### config.mk
export PLATFORM = sky130hd
export DESIGN_NAME = sega_front
export DESIGN_NICKNAME = d
export VERILOG_FILES = /design/src/hdl/sega_pkg.sv /design/src/hdl/sega_front.sv
export SDC_FILE = /design/constraint.sdc
export NUM_CORES = 2
export LEC_CHECK = 0
export BUFFER_PORTS_ARGS = -buffer_cell sky130_fd_sc_hd__buf_2
export CAP_MARGIN = 20
export CELL_PAD_IN_SITES_DETAIL_PLACEMENT = 0
export CELL_PAD_IN_SITES_GLOBAL_PLACEMENT = 2
export CORE_MARGIN = 2
export CORE_UTILIZATION = 40
export CTS_CLUSTER_DIAMETER = 40
export CTS_CLUSTER_SIZE = 12
export DETAILED_ROUTE_END_ITERATION = 6
export PLACE_DENSITY = 0.86
export SYNTH_ARGS = -nofsm -noshare
export SYNTH_HDL_FRONTEND = slang
export SYNTH_SLANG_ARGS = --single-unit
### constraint.sdc
create_clock -name clk -period 9.4 [get_ports clk]
set_input_delay 0.94 -clock clk [delete_from_list [all_inputs] [get_ports clk]]
set_output_delay 0.94 -clock clk [all_outputs]
set_load 0.005 [all_outputs]
### src/hdl/sega_pkg.sv
// Shared types and constants for the exposure and gain metadata block.
`default_nettype none
package sega_pkg;

    localparam int LinesW   = 20;
    localparam int CodeW    = 16;
    localparam int CfgW     = 32;
    localparam int DenW     = 36;
    localparam int NumW     = 72;
    localparam int QuoW     = 32;
    localparam int GNumW    = 21;
    localparam int GDivW    = 11;
    localparam int GainW    = 20;
    localparam int IsoW     = 16;
    localparam int IsoXW    = 26;
    localparam int IsoRecW  = 27;
    localparam int IsoShift = 36;
    localparam int Stages   = 32;
    localparam int QDepth   = 4;
    localparam int QPtrW    = 2;

    typedef logic [1:0] status_t;
    localparam status_t ST_OK       = 2'd0;
    localparam status_t ST_SETTING  = 2'd1;
    localparam status_t ST_EXPOSURE = 2'd2;
    localparam status_t ST_GAIN     = 2'd3;

    typedef logic [1:0] reg_idx_t;
    localparam reg_idx_t REG_ACTIVE_WIDTH = 2'd0;
    localparam reg_idx_t REG_HBLANK       = 2'd1;
    localparam reg_idx_t REG_PIXEL_RATE   = 2'd2;

    localparam logic [CfgW-1:0]    RST_ACTIVE_WIDTH = 32'd4000;
    localparam logic [CfgW-1:0]    RST_HBLANK       = 32'd4976;
    localparam logic [CfgW-1:0]    RST_PIXEL_RATE   = 32'd678400000;
    localparam logic [19:0]        US_PER_SECOND    = 20'd1000000;
    localparam logic [CodeW-1:0]   ANALOG_UNITY     = 16'd1024;
    localparam logic [CodeW-1:0]   ANALOG_MIN       = 16'd112;
    localparam logic [CodeW-1:0]   ANALOG_MAX       = 16'd1008;
    localparam logic [CodeW-1:0]   DIGITAL_MIN      = 16'd1264;
    localparam logic [CodeW-1:0]   DIGITAL_MAX      = 16'd5103;
    localparam logic [7:0]         DIGITAL_STEP     = 8'd250;
    localparam logic [GNumW-1:0]   GAIN_NUM_BASE    = 21'd2048000;
    localparam logic [IsoXW-1:0]   ISO_BIAS         = 26'd500;
    localparam logic [IsoRecW-1:0] ISO_RECIP        = 27'd68719477;

    typedef struct packed {
        status_t            st;
        logic               gain_bad;
        logic               analog;
        logic [GNumW-1:0]   gnum;
        logic [GDivW-1:0]   gdiv;
        logic [GainW-1:0]   gdig;
        logic [NumW-1:0]    num;
    } item_t;

    typedef struct packed {
        status_t            st;
        logic               gain_bad;
        logic               analog;
        logic               ovf;
        logic [DenW-1:0]    rem;
        logic [QuoW-1:0]    nlo;
        logic [QuoW-1:0]    q;
        logic [GDivW-1:0]   grem;
        logic [GNumW-1:0]   gnum;
        logic [GDivW-1:0]   gdiv;
        logic [GNumW-1:0]   gq;
        logic [GainW-1:0]   gdig;
    } dstage_t;

endpackage
`default_nettype wire

### src/hdl/sega_front.sv
// Front end: accepts beats, checks settings, exposure and gain code, forms the exposure numerator.
`default_nettype none
module sega_front (
    input  wire logic                           clk,
    input  wire logic                           rst_n,
    input  wire logic [sega_pkg::CfgW-1:0]      act_pixels,
    input  wire logic [sega_pkg::CfgW-1:0]      blank_pixels,
    input  wire logic [sega_pkg::CfgW-1:0]      pix_rate,
    input  wire logic                           in_valid,
    output logic                                in_ready,
    input  wire logic [sega_pkg::LinesW-1:0]    exposure_lines,
    input  wire logic [sega_pkg::CodeW-1:0]     gain_word,
    output logic                                out_valid,
    input  wire logic                           out_ready,
    output sega_pkg::item_t                     out_item
);

    logic                          f0_v_reg;
    logic [sega_pkg::LinesW-1:0]   f0_lines_reg;
    logic [sega_pkg::CodeW-1:0]    f0_code_reg;
    logic [sega_pkg::CfgW-1:0]     f0_len_reg;
    sega_pkg::status_t             f0_st_reg;
    logic                          f1_v_reg;
    logic [51:0]                   f1_a_reg;
    sega_pkg::item_t               f1_item_reg;
    sega_pkg::item_t               f1_item_next;
    logic [sega_pkg::CfgW:0]       len;
    sega_pkg::status_t             st_next;
    logic                          f1_move;
    logic                          f0_adv;
    logic [sega_pkg::CodeW-1:0]    d_full;
    logic [sega_pkg::CodeW-1:0]    dig_off;

    assign f1_move  = f1_v_reg && out_ready;
    assign f0_adv   = !f1_v_reg || f1_move;
    assign in_ready = !f0_v_reg || f0_adv;
    assign len      = {1'b0, act_pixels} + {1'b0, blank_pixels};

    always_comb
    begin
        if (act_pixels == '0 || pix_rate == '0 || len[sega_pkg::CfgW])
            st_next = sega_pkg::ST_SETTING;
        else if (exposure_lines == '0)
            st_next = sega_pkg::ST_EXPOSURE;
        else
            st_next = sega_pkg::ST_OK;
    end

    always_comb
    begin
        d_full  = sega_pkg::ANALOG_UNITY - f0_code_reg;
        dig_off = f0_code_reg - sega_pkg::ANALOG_MAX;
        f1_item_next.st       = f0_st_reg;
        f1_item_next.analog   = f0_code_reg >= sega_pkg::ANALOG_MIN
                                && f0_code_reg <= sega_pkg::ANALOG_MAX;
        f1_item_next.gain_bad = !f1_item_next.analog
                                && !(f0_code_reg >= sega_pkg::DIGITAL_MIN
                                     && f0_code_reg <= sega_pkg::DIGITAL_MAX);
        f1_item_next.gdiv     = {d_full[sega_pkg::GDivW-2:0], 1'b0};
        f1_item_next.gnum     = sega_pkg::GAIN_NUM_BASE
                                + {{(sega_pkg::GNumW-sega_pkg::GDivW+1){1'b0}},
                                   d_full[sega_pkg::GDivW-2:0]};
        f1_item_next.gdig     = {8'b0, dig_off[11:0]} * {12'b0, sega_pkg::DIGITAL_STEP};
        f1_item_next.num      = '0;
    end

    always_ff @(posedge clk or negedge rst_n)
    begin
        if (!rst_n)
        begin
            f0_v_reg <= 1'b0;
            f1_v_reg <= 1'b0;
        end
        else
        begin
            if (in_ready)
                f0_v_reg <= in_valid;
            if (f0_adv)
                f1_v_reg <= f0_v_reg;
        end
    end

    always_ff @(posedge clk)
    begin
        if (in_ready)
        begin
            f0_lines_reg <= exposure_lines;
            f0_code_reg  <= gain_word;
            f0_len_reg   <= len[sega_pkg::CfgW-1:0];
            f0_st_reg    <= st_next;
        end
        if (f0_adv)
        begin
            f1_a_reg    <= f0_lines_reg * f0_len_reg;
            f1_item_reg <= f1_item_next;
        end
    end

    always_comb
    begin
        out_item     = f1_item_reg;
        out_item.num = f1_a_reg * sega_pkg::US_PER_SECOND;
    end

    assign out_valid = f1_v_reg;

endmodule
`default_nettype wire

==> results by group <==
Status
  – Status: finished clean

Floorplanning
  – Row count: 118
  – DIE AREA: 0.107 sq mm
  – IO Count: 266
  – Initial Util: 40.4%
  – Die W: 327 microns
  – Die H: 327 microns
  – Core area: 0.103 sq mm

Global route
  – GR Overflow Total: 0
  – Vias in the first global route: 31,000
  – Pin count of the biggest net entering global routing: 59
  – First-pass GRT wire length: 170,000 microns
  – Initial antenna violation count: 1
  – Gr usage total: 20.2%

Synth
  – Synth area leaders: fa_1 (39%), ha_1 (14%), edfxtp_1 (11%), inv_1 (10%), and2_1 (4.5%)
  – Post-synth top flop: edfxtp_1
  – Share of the synthesized area in the top cell type: 38.7%
  – Post-Syn Area: 0.0418 sq mm
  – Synthesized flop and latch total: 156
  – Post-synth EDFFs: 154
  – Syn Area/Cell: 9.27 sq um
  – Synth cell types: 76
  – Cell count after synthesis: 4,505
  – Total of warnings raised by yosys: 0
  – Largest area contributor in the netlist: fa_1
  – Async S/R FF share, synth: 1.28%
  – Post-synthesis sequential area ratio: 11.2%

Routing
  – Final wirelength: 105,000 microns
  – Drt pass-1 iters: 5
  – DR vias/cell: 4.90
  – Vias: 29,400
  – WL per Instance: 17.5 microns
  – Antenna Nets Post-Route: 0
  – Residual DRC count: 0
  – Initial DRC count: 1,454

Setup path
  – Critical Path Sink Type: output pin
  – Worst EP required: 8460 ps
  – Crit path max fanout: 7
  – CP Class: reg -> out
  – Critical path arrival: 7000 ps
  – Startpoint types: flop

Placement
  – Final Wtd Congestion: 0.871
  – Port Buffers: 246
  – DP Wirelength: 85,900 microns

Cells and area
  – Commonest non-fill, non-tap cell in the layout: inv_1
  – Final Util: 43.4%
  – Max FFs per register: 52
  – # diodes: 0
  – Layout cells sized above 1: 7.29%
  – NumNets Final: 6,012
  – Layout area overhead: 7.40%
  – Commonest non-fill, non-tap cells in the layout: inv_1 (1,117), fa_1 (808), nand2_1 (463)

Clock network
  – Post-cts sizing count: 0
  – H-tree Lvls: 4
  – CTS max path bufs: 2
  – # Post-CTS Setup Buffers: 0
  – CTS tree: yes
  – CTS buffer count: 17
  – Later-pin clock latency in the skew report: 500 ps
  – Root buf cell: clkbuf_16
  – Clk sinks: 156
  – Clock-pin slew of the registers on the worst-case setup and hold paths: 70 ps
  – Cts hold-fix bufs: 0

Timing
  – Post-layout minimum cycle time: 7940 ps
  – Measured slew at the worst slew-check pin: 1170 ps
  – Slew Limit Fails: 0
  – Max Freq: 126 MHz
  – Post-Route Setup TNS: 0 ps
  – Final hold violations: 0
  – Hold_ws: 209 ps
  – Final worst-path cycle share: 84.5%
  – Final setup fails: 0
  – Max Clock Skew: 16.1 ps
  – Unrepaired setup endpoints after global routing: no
  – Worst slew margin: 22.0%

Job
  – Max Cap Viol: 0

Hold path
  – Hold Crit Class: in -> async
==> cells in the mapped netlist, drive strengths merged, types with 5 or more instances <==
library cell and count:
fa 808, nand3 38, or2 5, a211oi 11, a21boi 6, a21oi 178
and4 9, xor2 61, o21bai 32, edfxtp 154, o211ai 6, and3 17
o31ai 8, o21ai 86, nand2 463, clkbuf 184, a31oi 21, a21o 92
inv 1117, nand2b 16, nor2b 17, xnor2 107, a221oi 7, o21a 11
nand4 44, or3 6, and2 298, nor2 87, nor3 28, ha 459
nor4 28, buf 36
==> cells by family (layout without fill, tap and decap cells) <==
kind of cell / count (synthesis) / in the layout / share of synthesized area [%]
buffers and inverters: 1337 / 1437 / 12.3
adder cells (fa/ha/maj): 1267 / 1267 / 52.5
AND/OR/NAND/NOR: 1070 / 1070 / 12.7
AO/OA/AOI/OAI: 502 / 502 / 7.75
XOR/XNOR: 168 / 168 / 3.52
flip-flops: 156 / 156 / 11.2
multiplexers: 3 / 3 / 0.0719
other: 2 / 19 / 0.0180
==> final timing paths <==
kind,from,endpoint,slack (ps),cells past startpoint
worst max register to register,f0_lines_reg[3],f1_a_reg[49],1740,23
min in group clk,f0_st_reg[0],out_item[126],420,0
worst max-delay path,f1_a_reg[4],out_item[64],1460,20
worst min-delay path,rst_n,f0_v_reg,210,1
max in group asynchronous,rst_n,out_valid,9100,1
worst min register to register,f0_st_reg[0],out_item[126],420,0
==> worst max-delay path, cell delays in order, from the launching register on <==
cell	delay [ps]
edfxtp_1	590
fa_1	600
inv_1	50
fa_1	470
inv_1	50
fa_1	490
fa_1	410
ha_1	280
inv_1	40
fa_1	480
inv_1	50
ha_1	400
and3_1	210
nand2_1	70
o41ai_2	610
nand3_1	300
a2111oi_0	620
nor3_1	240
o21ai_1	210
xor2_1	190
buf_2	140
==> layer usage <==
| metal | up-vias | part of all wire, % | GRT usage, % |
|---|---|---|---|
| li1 | 14000 | - | - |
| met3 | 80 | 5.2 | 2.97 |
| met5 | - | 0.011 | 0 |
| met1 | 14700 | 47 | 29.1 |
| met4 | 2 | 1.6 | 4.05 |
| met2 | 680 | 46 | 32.5 |
==> per-stage QoR <==
step / area, sq um / std cells / worst slack, ps
3_5_place_dp: 44200 / 5968 / 1780
2_1_floorplan: 41800 / 4522 / 2720
6_report: 44900 / 6002 / 1460
3_3_place_gp: 44100 / 5965 / 1780
5_1_grt: 44900 / 6002 / 1110
4_1_cts: 44800 / 6000 / 1300
==> final cells by class <==
type / instances / area (sq um)
Clock buffer: 19 / 433
Timing Repair Buffer: 288 / 1650
Inverter: 1117 / 4190
Multi-Input combinational cell: 3029 / 32000
Tap cell: 1380 / 1730
Clock inverter: 13 / 165
Fill cell: 10300 / 58600
Sequential cell: 156 / 4670
Power is not shown: default switching activity piles up to over one toggle a cycle in this logic, so the estimate is an artifact.
