$ cat src/hdl/sega_pkg.sv
// Shared types and constants for the exposure and gain metadata block.
`default_nettype none
package sega_pkg;

    localparam int LinesW   = 20;
    localparam int CodeW    = 16;
    localparam int CfgW     = 32;
    localparam int DenW     = 36;
    localparam int NumW     = 72;
    localparam int QuoW     = 32;
    localparam int GNumW    = 21;
    localparam int GDivW    = 11;
    localparam int GainW    = 20;
    localparam int IsoW     = 16;
    localparam int IsoXW    = 26;
    localparam int IsoRecW  = 27;
    localparam int IsoShift = 36;
    localparam int Stages   = 32;
    localparam int QDepth   = 4;
    localparam int QPtrW    = 2;

    typedef logic [1:0] status_t;
    localparam status_t ST_OK       = 2'd0;
    localparam status_t ST_SETTING  = 2'd1;
    localparam status_t ST_EXPOSURE = 2'd2;
    localparam status_t ST_GAIN     = 2'd3;

    typedef logic [1:0] reg_idx_t;
    localparam reg_idx_t REG_ACTIVE_WIDTH = 2'd0;
    localparam reg_idx_t REG_HBLANK       = 2'd1;
    localparam reg_idx_t REG_PIXEL_RATE   = 2'd2;

    localparam logic [CfgW-1:0]    RST_ACTIVE_WIDTH = 32'd4000;
    localparam logic [CfgW-1:0]    RST_HBLANK       = 32'd4976;
    localparam logic [CfgW-1:0]    RST_PIXEL_RATE   = 32'd678400000;
    localparam logic [19:0]        US_PER_SECOND    = 20'd1000000;
    localparam logic [CodeW-1:0]   ANALOG_UNITY     = 16'd1024;
    localparam logic [CodeW-1:0]   ANALOG_MIN       = 16'd112;
    localparam logic [CodeW-1:0]   ANALOG_MAX       = 16'd1008;
    localparam logic [CodeW-1:0]   DIGITAL_MIN      = 16'd1264;
    localparam logic [CodeW-1:0]   DIGITAL_MAX      = 16'd5103;
    localparam logic [7:0]         DIGITAL_STEP     = 8'd250;
    localparam logic [GNumW-1:0]   GAIN_NUM_BASE    = 21'd2048000;
    localparam logic [IsoXW-1:0]   ISO_BIAS         = 26'd500;
    localparam logic [IsoRecW-1:0] ISO_RECIP        = 27'd68719477;

    typedef struct packed {
        status_t            st;
        logic               gain_bad;
        logic               analog;
        logic [GNumW-1:0]   gnum;
        logic [GDivW-1:0]   gdiv;
        logic [GainW-1:0]   gdig;
        logic [NumW-1:0]    num;
    } item_t;

    typedef struct packed {
        status_t            st;
        logic               gain_bad;
        logic               analog;
        logic               ovf;
        logic [DenW-1:0]    rem;
        logic [QuoW-1:0]    nlo;
        logic [QuoW-1:0]    q;
        logic [GDivW-1:0]   grem;
        logic [GNumW-1:0]   gnum;
        logic [GDivW-1:0]   gdiv;
        logic [GNumW-1:0]   gq;
        logic [GainW-1:0]   gdig;
    } dstage_t;

endpackage
`default_nettype wire

$ cat src/hdl/sega_queue.sv
// Short queue between the front end and the divider pipeline.
`default_nettype none
module sega_queue (
    input  wire logic             clk,
    input  wire logic             rst_n,
    input  wire logic             in_valid,
    output logic                  in_ready,
    input  sega_pkg::item_t       in_item,
    output logic                  out_valid,
    input  wire logic             out_ready,
    output sega_pkg::item_t       out_item
);

    sega_pkg::item_t               mem_reg [sega_pkg::QDepth];
    logic [sega_pkg::QPtrW-1:0]    wr_ptr_reg;
    logic [sega_pkg::QPtrW-1:0]    rd_ptr_reg;
    logic [sega_pkg::QPtrW:0]      cnt_reg;
    logic                          push;
    logic                          pop;

    assign in_ready  = cnt_reg != (sega_pkg::QPtrW+1)'(sega_pkg::QDepth);
    assign out_valid = cnt_reg != '0;
    assign push      = in_valid && in_ready;
    assign pop       = out_valid && out_ready;
    assign out_item  = mem_reg[rd_ptr_reg];

    always_ff @(posedge clk or negedge rst_n)
    begin
        if (!rst_n)
        begin
            wr_ptr_reg <= '0;
            rd_ptr_reg <= '0;
            cnt_reg    <= '0;
        end
        else
        begin
            if (push)
                wr_ptr_reg <= wr_ptr_reg + 1'b1;
            if (pop)
                rd_ptr_reg <= rd_ptr_reg + 1'b1;
            if (push && !pop)
                cnt_reg <= cnt_reg + 1'b1;
            else if (pop && !push)
                cnt_reg <= cnt_reg - 1'b1;
        end
    end

    always_ff @(posedge clk)
    begin
        if (push)
            mem_reg[wr_ptr_reg] <= in_item;
    end

endmodule
`default_nettype wire

$ cat config.mk
export PLATFORM = sky130hd
export DESIGN_NAME = sega_queue
export DESIGN_NICKNAME = d
export VERILOG_FILES = /design/src/hdl/sega_pkg.sv /design/src/hdl/sega_queue.sv
export SDC_FILE = /design/constraint.sdc
export NUM_CORES = 1
export LEC_CHECK = 0
export CAP_MARGIN = 30
export CORE_UTILIZATION = 55
export CTS_CLUSTER_SIZE = 20
export DETAILED_ROUTE_END_ITERATION = 10
export DONT_BUFFER_PORTS = 1
export PLACE_DENSITY = 0.7
export SYNTH_ARGS = -nofsm -noshare
export SYNTH_HDL_FRONTEND = slang
export SYNTH_SLANG_ARGS = --single-unit
$ cat constraint.sdc
create_clock -name clk -period 10.5 [get_ports clk]
set_clock_uncertainty 0.15 [all_clocks]
set_input_delay 1.05 -clock clk [delete_from_list [all_inputs] [get_ports clk]]
set_output_delay 1.05 -clock clk [all_outputs]
set_load 0.02 [all_outputs]
==> metrics.md, run 1 <==
| Metric | Value |
|---|---|
| Clock power frac | `26.4%` |
| # diodes | `0` |
| WL/cell | `about 27 um` |
| Setup WS pre-CTS | `6.72 ns` |
| Distinct cells, synth | `20` |
| Yosys top cell by area | `edfxtp_1` |
| Switch share | `between 30% and 40%` |
| R2r startpoint | `cnt_reg[0]$_DFFE_PN0P_` |
| Post_cts resized | `0` |
| Pleak | `roughly 6.6 nW` |
| Worst endpoint required time | `9.30 ns` |
| Nets | `slightly below 900` |
| GRT Total Usage | `19.3%` |
| Final worst-path cycle share | `~39%` |
| Post-synth top area share | `around four fifths` |
| Core Region | `between 0.03 and 0.04 mm2` |
| Synth Instances | `~700` |
| RSZ-0062 raised after global routing | `no` |
| Final worst setup slack | `around 6.5 ns` |
| Worst Setup Path Type | `flop to primary output` |
| Slew @ Worst Pin | `0.945 ns` |
| Die width | `approximately 190 um` |
| Initial antenna violation count | `0` |
| Metal2 WL | `approximately 17000 um` |
| Root buffer cell | `clkbuf_16` |
| Post-layout instance area | `between 0.02 and 0.025 mm2` |
| Number of port buffers | `0` |
| Setup Viol. Count Final | `0` |
| Fin Setup TNS | `0 ns` |
| H-tree depth | `2` |
| Synthesis-to-finish area growth | `11.1%` |
| R2R Setup Slk | `about 7.6 ns` |
| Most frequent cell after synthesis | `edfxtp_1` |
| CTS Sinks | `519` |
| Routed vias | `7448` |
| Most used DFF post-synth | `edfxtp_1` |
| Syn_area_per_cell | `between 20 and 30 um2` |
| PD cells | `between 200 and 300 mW/mm2` |
| Arr. time, crit path | `2.84 ns` |
| Nature of the critical path endpoint | `primary output` |
| Gpl congestion | `roughly 0.77` |
| Via-per-instance ratio | `between 6 and 7` |
| # Post-CTS Setup Buffers | `0` |
| Routed length on met3 | `3390 um` |
| Die footprint | `approximately 0.035 mm2` |
| Sequential cell area | `between 0.015 and 0.02 mm2` |
| Worst slew margin | `37.0%` |
| Largest net degree at the start of global routing | `just under 80` |
| Met1 wire length | `about 13000 um` |
| Worst skew pair latency | `0.53 ns` |
| CTS max path bufs | `3` |
| FF-to-FF End | `mem_reg[0][67]$_DFFE_PP_` |
| Hold Violations, Final | `0` |
| CP startpoint kind | `flop` |
| Worst-path fanout max | `53` |
| FP Rows | `67` |
| Post-synth top cells | `512 x edfxtp_1, 128 x mux4_2, 15 x buf_2` |
| Minimum clock period | `between 4 and 5 ns` |
| Final HPWL from detailed placement | `around 21000 um` |
| Post-DRT Antenna Nets | `0` |
| Non-filler cells, final | `1224` |
| Filler cells | `2152` |
| Net Count, Synth | `roughly 840` |
| I/O pins | `262` |
| NetSw | `between 1.5 and 2 mW` |
| DR top layer | `met4` |
| Max cap viols | `0` |
| Initial cell density of the core | `around 56%` |
| Final Slew Violations | `0` |
| Yosys warns | `0` |
| EDFF count, synth | `512` |
| Gate power share | `between 20% and 30%` |
| Initial DRT Pass Iterations | `4` |
| Pwr Total | `6.29 mW` |
| Number of flip-flops in the largest register | `just over 500` |
| Post-Route WL | `roughly 33000 um` |
| Hold slack | `around 0.058 ns` |
| Reg2reg path depth | `5` |
| Layout cells sized above 1 | `between 20 and 30%` |
| CTS Hold Bufs | `0` |
| Worst-path clk slew | `about 0.060 ns` |
| 1st-iter DRT viols | `577` |
| Share of power burned in registers | `between 40% and 50%` |
| Peak VDD IR | `about 0.24 mV` |
| Area of the multi-input gates | `roughly 0.0031 mm2` |
| Status | `finished, final reports clean` |
| Post-Place Cell Area | `between 0.015 and 0.02 mm2` |
| CTS tree | `built` |
| Internal Pwr Total | `around 4.3 mW` |
| Synth Cell Area | `approximately 0.019 mm2` |
| Finished Core Util | `a little over 60%` |
| Hold/Removal Path Class | `primary input to asynchronous set/reset pin` |
| Die Y | `about 190 um` |
| First-pass GRT wire length | `between 50000 and 60000 um` |
| Async SR Flop Fraction | `between 1 and 1.5%` |
| TritonCTS Buffers | `49` |
| Fmax | `around 250 MHz` |
| Top post-synthesis cells by area | `edfxtp_1 81%, mux4_2 15%, dfrtp_1 0.93%` |
| #FFs+latches synth | `about 520` |
| Cell count after placement | `about 1100` |
| Vias in the first global route | `approximately 7900` |
| GRT overflow | `0` |
| DRC errors left | `0` |
| Seq/Total Area, Yosys | `about 82%` |
-- area by class of cell --
class / instances / area share [%]
multi-input cells: 153 / 14.8
repair buffers: 13 / 1.04
clock buffers: 61 / 6.06
clock inverters: 27 / 1.17
inverters: 3 / 0.0537
well taps: 448 / 2.67
flip-flops and latches: 519 / 74.2
-- cells by family (layout without fill, tap and decap cells) --
family          Yosys count  after routing  share of synthesized area, %
flops                   519            519                          82.4
mux                     130            130                          15.4
buf+inv                  32            104                          1.21
simple gates             10             10                         0.272
fa+ha+maj                 6              6                         0.437
xor+xnor                  6              6                         0.278
compound gates            1              1                        0.0596
-- power by group through the flow --
stage	registers, mW	logic, mW	clock network [mW]
final	2.91	1.72	1.66
after global routing	2.94	1.82	1.76
after CTS	2.92	1.73	1.69
after detailed placement	2.96	1.73	0
after global placement	2.98	1.63	0
after floorplan	2.89	1.50	0
-- cells in the final DEF, fill, tap and decap left out, drive strengths merged --
cell and instances:
nand3 1, buf 13, mux2 2, clkinv 22
or3 1, edfxtp 512, dfrtp 7, nor2 2
mux4 128, fa 1, and2 4, clkbuf 61
inv 3, xor2 2, ha 5, nand2 2
bufinv 5, a21boi 1, xnor2 4
-- worst max path at each step --
| stage | from | to | slack (ns) |
|---|---|---|---|
| after CTS | rd_ptr_reg[1]$_DFFE_PN0P_ | out_item[8] | 6.22 |
| after detailed placement | in_valid | mem_reg[0][51]$_DFFE_PP_ | 6.72 |
| after floorplan | in_valid | mem_reg[0][0]$_DFFE_PP_ | 5.55 |
| final | rd_ptr_reg[1]$_DFFE_PN0P_ | out_item[115] | 6.46 |
| after global placement | rd_ptr_reg[0]$_DFFE_PN0P_ | out_item[55] | 6.57 |
| after global routing | rd_ptr_reg[1]$_DFFE_PN0P_ | out_item[14] | 6.33 |
-- worst max-delay path, stage by stage, from the launching register on --
cell     delay, ns
dfrtp_4       0.92
buf_4         0.53
buf_16        0.30
mux4_2        0.45
-- layer usage --
metal	vias to the layer above	track usage (%)
li1	3113	-
met1	3951	24.5
met2	329	31.5
met3	55	7.07
met4	0	5.33
met5	-	0
Power figures use the tool's default switching activity.
==> run 2, diff against run 1 <==
clock period = 3.9 ns   (was 10.5 ns; I/O delays follow)
==> run 2 against run 1 <==
Cell count is 11% higher. Routed wire length is 5.8% higher. Combinational power grew to 2.8 times the previous value. Utilization is 4.1 points higher. Sequential share of layout area is 4.6 points lower. Worst hold slack hardly changed. Power grew to 2.7 times the previous value. Final area is 6.5% higher. Global-route usage is 1.4 points higher. Largest cell class unchanged. First-iteration DRC count is 7.5% higher. Worst setup slack worse by 5.6 ns. Sequential power grew to 2.7 times the previous value.
==> metrics.md, run 2 (synthesized netlist as in run 1, its figures left out) <==
| Metric | Value |
|---|---|
| # Post-CTS Setup Buffers | `0` |
| Internal Pwr Total | `~12 mW` |
| FP Rows | `67` |
| Peak VDD IR | `~0.42 mV` |
| Hold Violations, Final | `0` |
| Number of flip-flops in the largest register | `512` |
| Gpl congestion | `between 0.7 and 0.8` |
| Final HPWL from detailed placement | `about 20000 um` |
| Gate power share | `between 20% and 30%` |
| Vias in the first global route | `8728` |
| Final worst setup slack | `between 0.8 and 0.9 ns` |
| Most common cell after layout, fill and taps aside | `edfxtp_1` |
| Initial antenna violation count | `2` |
| Nets | `about 1000` |
| Largest net degree at the start of global routing | `70` |
| PD cells | `about 770 mW/mm2` |
| CTS Hold Bufs | `131` |
| Pleak | `slightly above 7 nW` |
| Synthesis-to-finish area growth | `18.4%` |
| Hold/Removal Path Class | `primary input to flop` |
| TritonCTS Buffers | `50` |
| CTS max path bufs | `3` |
| Filler cells | `approximately 2000` |
| Post-Place Cell Area | `0.0195 mm2` |
| Largest stage delay, worst path | `approximately 0.8 ns` |
| GRT overflow | `0` |
| Root buffer cell | `clkbuf_16` |
| Die footprint | `about 0.035 mm2` |
| Nature of the critical path endpoint | `primary output` |
| Die width | `187 um` |
| I/O pins | `about 260` |
| CP Buf/Inv Count | `1` |
| Initial cell density of the core | `between 50% and 60%` |
| Final worst-path cycle share | `77.2%` |
| Worst skew pair latency | `between 0.5 and 0.6 ns` |
| Post_cts resized | `0` |
| RSZ-0062 raised after global routing | `no` |
| Worst-path fanout max | `between 40 and 50` |
| Worst Setup Path Type | `flop to primary output` |
| CP delay by family, top | `flip-flops` |
| Fmax | `332 MHz` |
| Most frequent cells in the layout | `512 x edfxtp_1, 131 x dlygate4sd3_1, 128 x mux4_2, 51 x clkbuf_16, 13 x clkbuf_1` |
| Post-layout instance area | `between 0.02 and 0.025 mm2` |
| Hold slack | `0.0582 ns` |
| Die Y | `187 um` |
| WL/cell | `about 26 um` |
| Worst slew margin | `43.4%` |
| Final Slew Violations | `0` |
| Via-per-instance ratio | `a little under 6` |
| CTS Sinks | `519` |
| Core Region | `0.0336 mm2` |
| Switch share | `a little under a third` |
| 1st-iter DRT viols | `620` |
| Arr. time, crit path | `2.47 ns` |
| Status | `finished, final reports clean` |
| CP startpoint kind | `flop` |
| Max cap viols | `0` |
| Setup WS pre-CTS | `1.37 ns` |
| DRC errors left | `0` |
| Worst endpoint required time | `around 3.4 ns` |
| Clock power frac | `between 20% and 30%` |
| CTS tree | `built` |
| Post-Route WL | `~35000 um` |
| NetSw | `around 5.5 mW` |
| Post-DRT Antenna Nets | `0` |
| GRT Total Usage | `roughly 21%` |
| Routed vias | `approximately 8000` |
| Worst-path clk slew | `about 0.060 ns` |
| First-pass GRT wire length | `53900 um` |
| Number of port buffers | `0` |
| Initial DRT Pass Iterations | `5` |
| Slew @ Worst Pin | `0.849 ns` |
| Crit path max-delay cell type | `dfrtp_4` |
| Layout cells sized above 1 | `24.0%` |
| Fin Setup TNS | `0 ns` |
| Minimum clock period | `between 3 and 4 ns` |
| Share of power burned in registers | `a little under half` |
| H-tree depth | `2` |
| Crit-path cells | `buf_12 -> mux4_2` |
| Setup Viol. Count Final | `0` |
==> run 2: path summary, 6_finish.rpt <==
path | startpoint | to | slack [ns] | cells after the start
max | rd_ptr_reg[0]$_DFFE_PN0P_ | out_item[4] | 0.89 | 2
min in group asynchronous | rst_n | cnt_reg[1]$_DFFE_PN0P_ | 0.55 | 2
min | in_valid | wr_ptr_reg[0]$_DFFE_PN0P_ | 0.06 | 2
max in group asynchronous | rst_n | rd_ptr_reg[0]$_DFFE_PN0P_ | 2.77 | 2
max reg2reg | cnt_reg[1]$_DFFE_PN0P_ | mem_reg[3][64]$_DFFE_PP_ | 1.36 | 4
min reg2reg | cnt_reg[2]$_DFFE_PN0P_ | cnt_reg[2]$_DFFE_PN0P_ | 0.38 | 1
==> run 2: routing by layer <==
metal  wire length, um  up-vias  GRT usage [%]
li1                  -     3388              -
met1             13700     4235           27.2
met2             18200      303           34.2
met3              2580       68           5.38
met4               887        2           6.49
met5                13        -              0
==> run 2: power groups by stage <==
stage / combinational [mW] / clock (mW) / sequential (mW)
floorplan: 4.03 / 0 / 7.69
global placement: 4.68 / 0 / 7.88
detailed placement: 4.74 / 0 / 7.96
CTS: 4.94 / 4.67 / 7.86
global route: 5.10 / 4.90 / 7.95
finish: 4.84 / 4.59 / 7.84
==> run 2: cell type report <==
cell class	count	area, um2	share of cell area [%]
clock buffers	64	1330	5.93
repair buffers	146	1550	6.93
multi-input cells	153	3110	13.9
diodes	1	2.50	0.0112
inverters	3	11.3	0.0504
clock inverters	27	229	1.02
flip-flops and latches	519	15600	69.6
well taps	448	561	2.51
==> run 2: per-stage QoR <==
step | util [%] | cells | total power, mW
after CTS | 66.5 | 1360 | 17.5
after global routing | 66.5 | 1361 | 18.0
after floorplan | - | 704 | 11.7
after global placement | 57.9 | 1138 | 12.6
final | 66.5 | 1361 | 17.3
after detailed placement | 57.9 | 1138 | 12.7
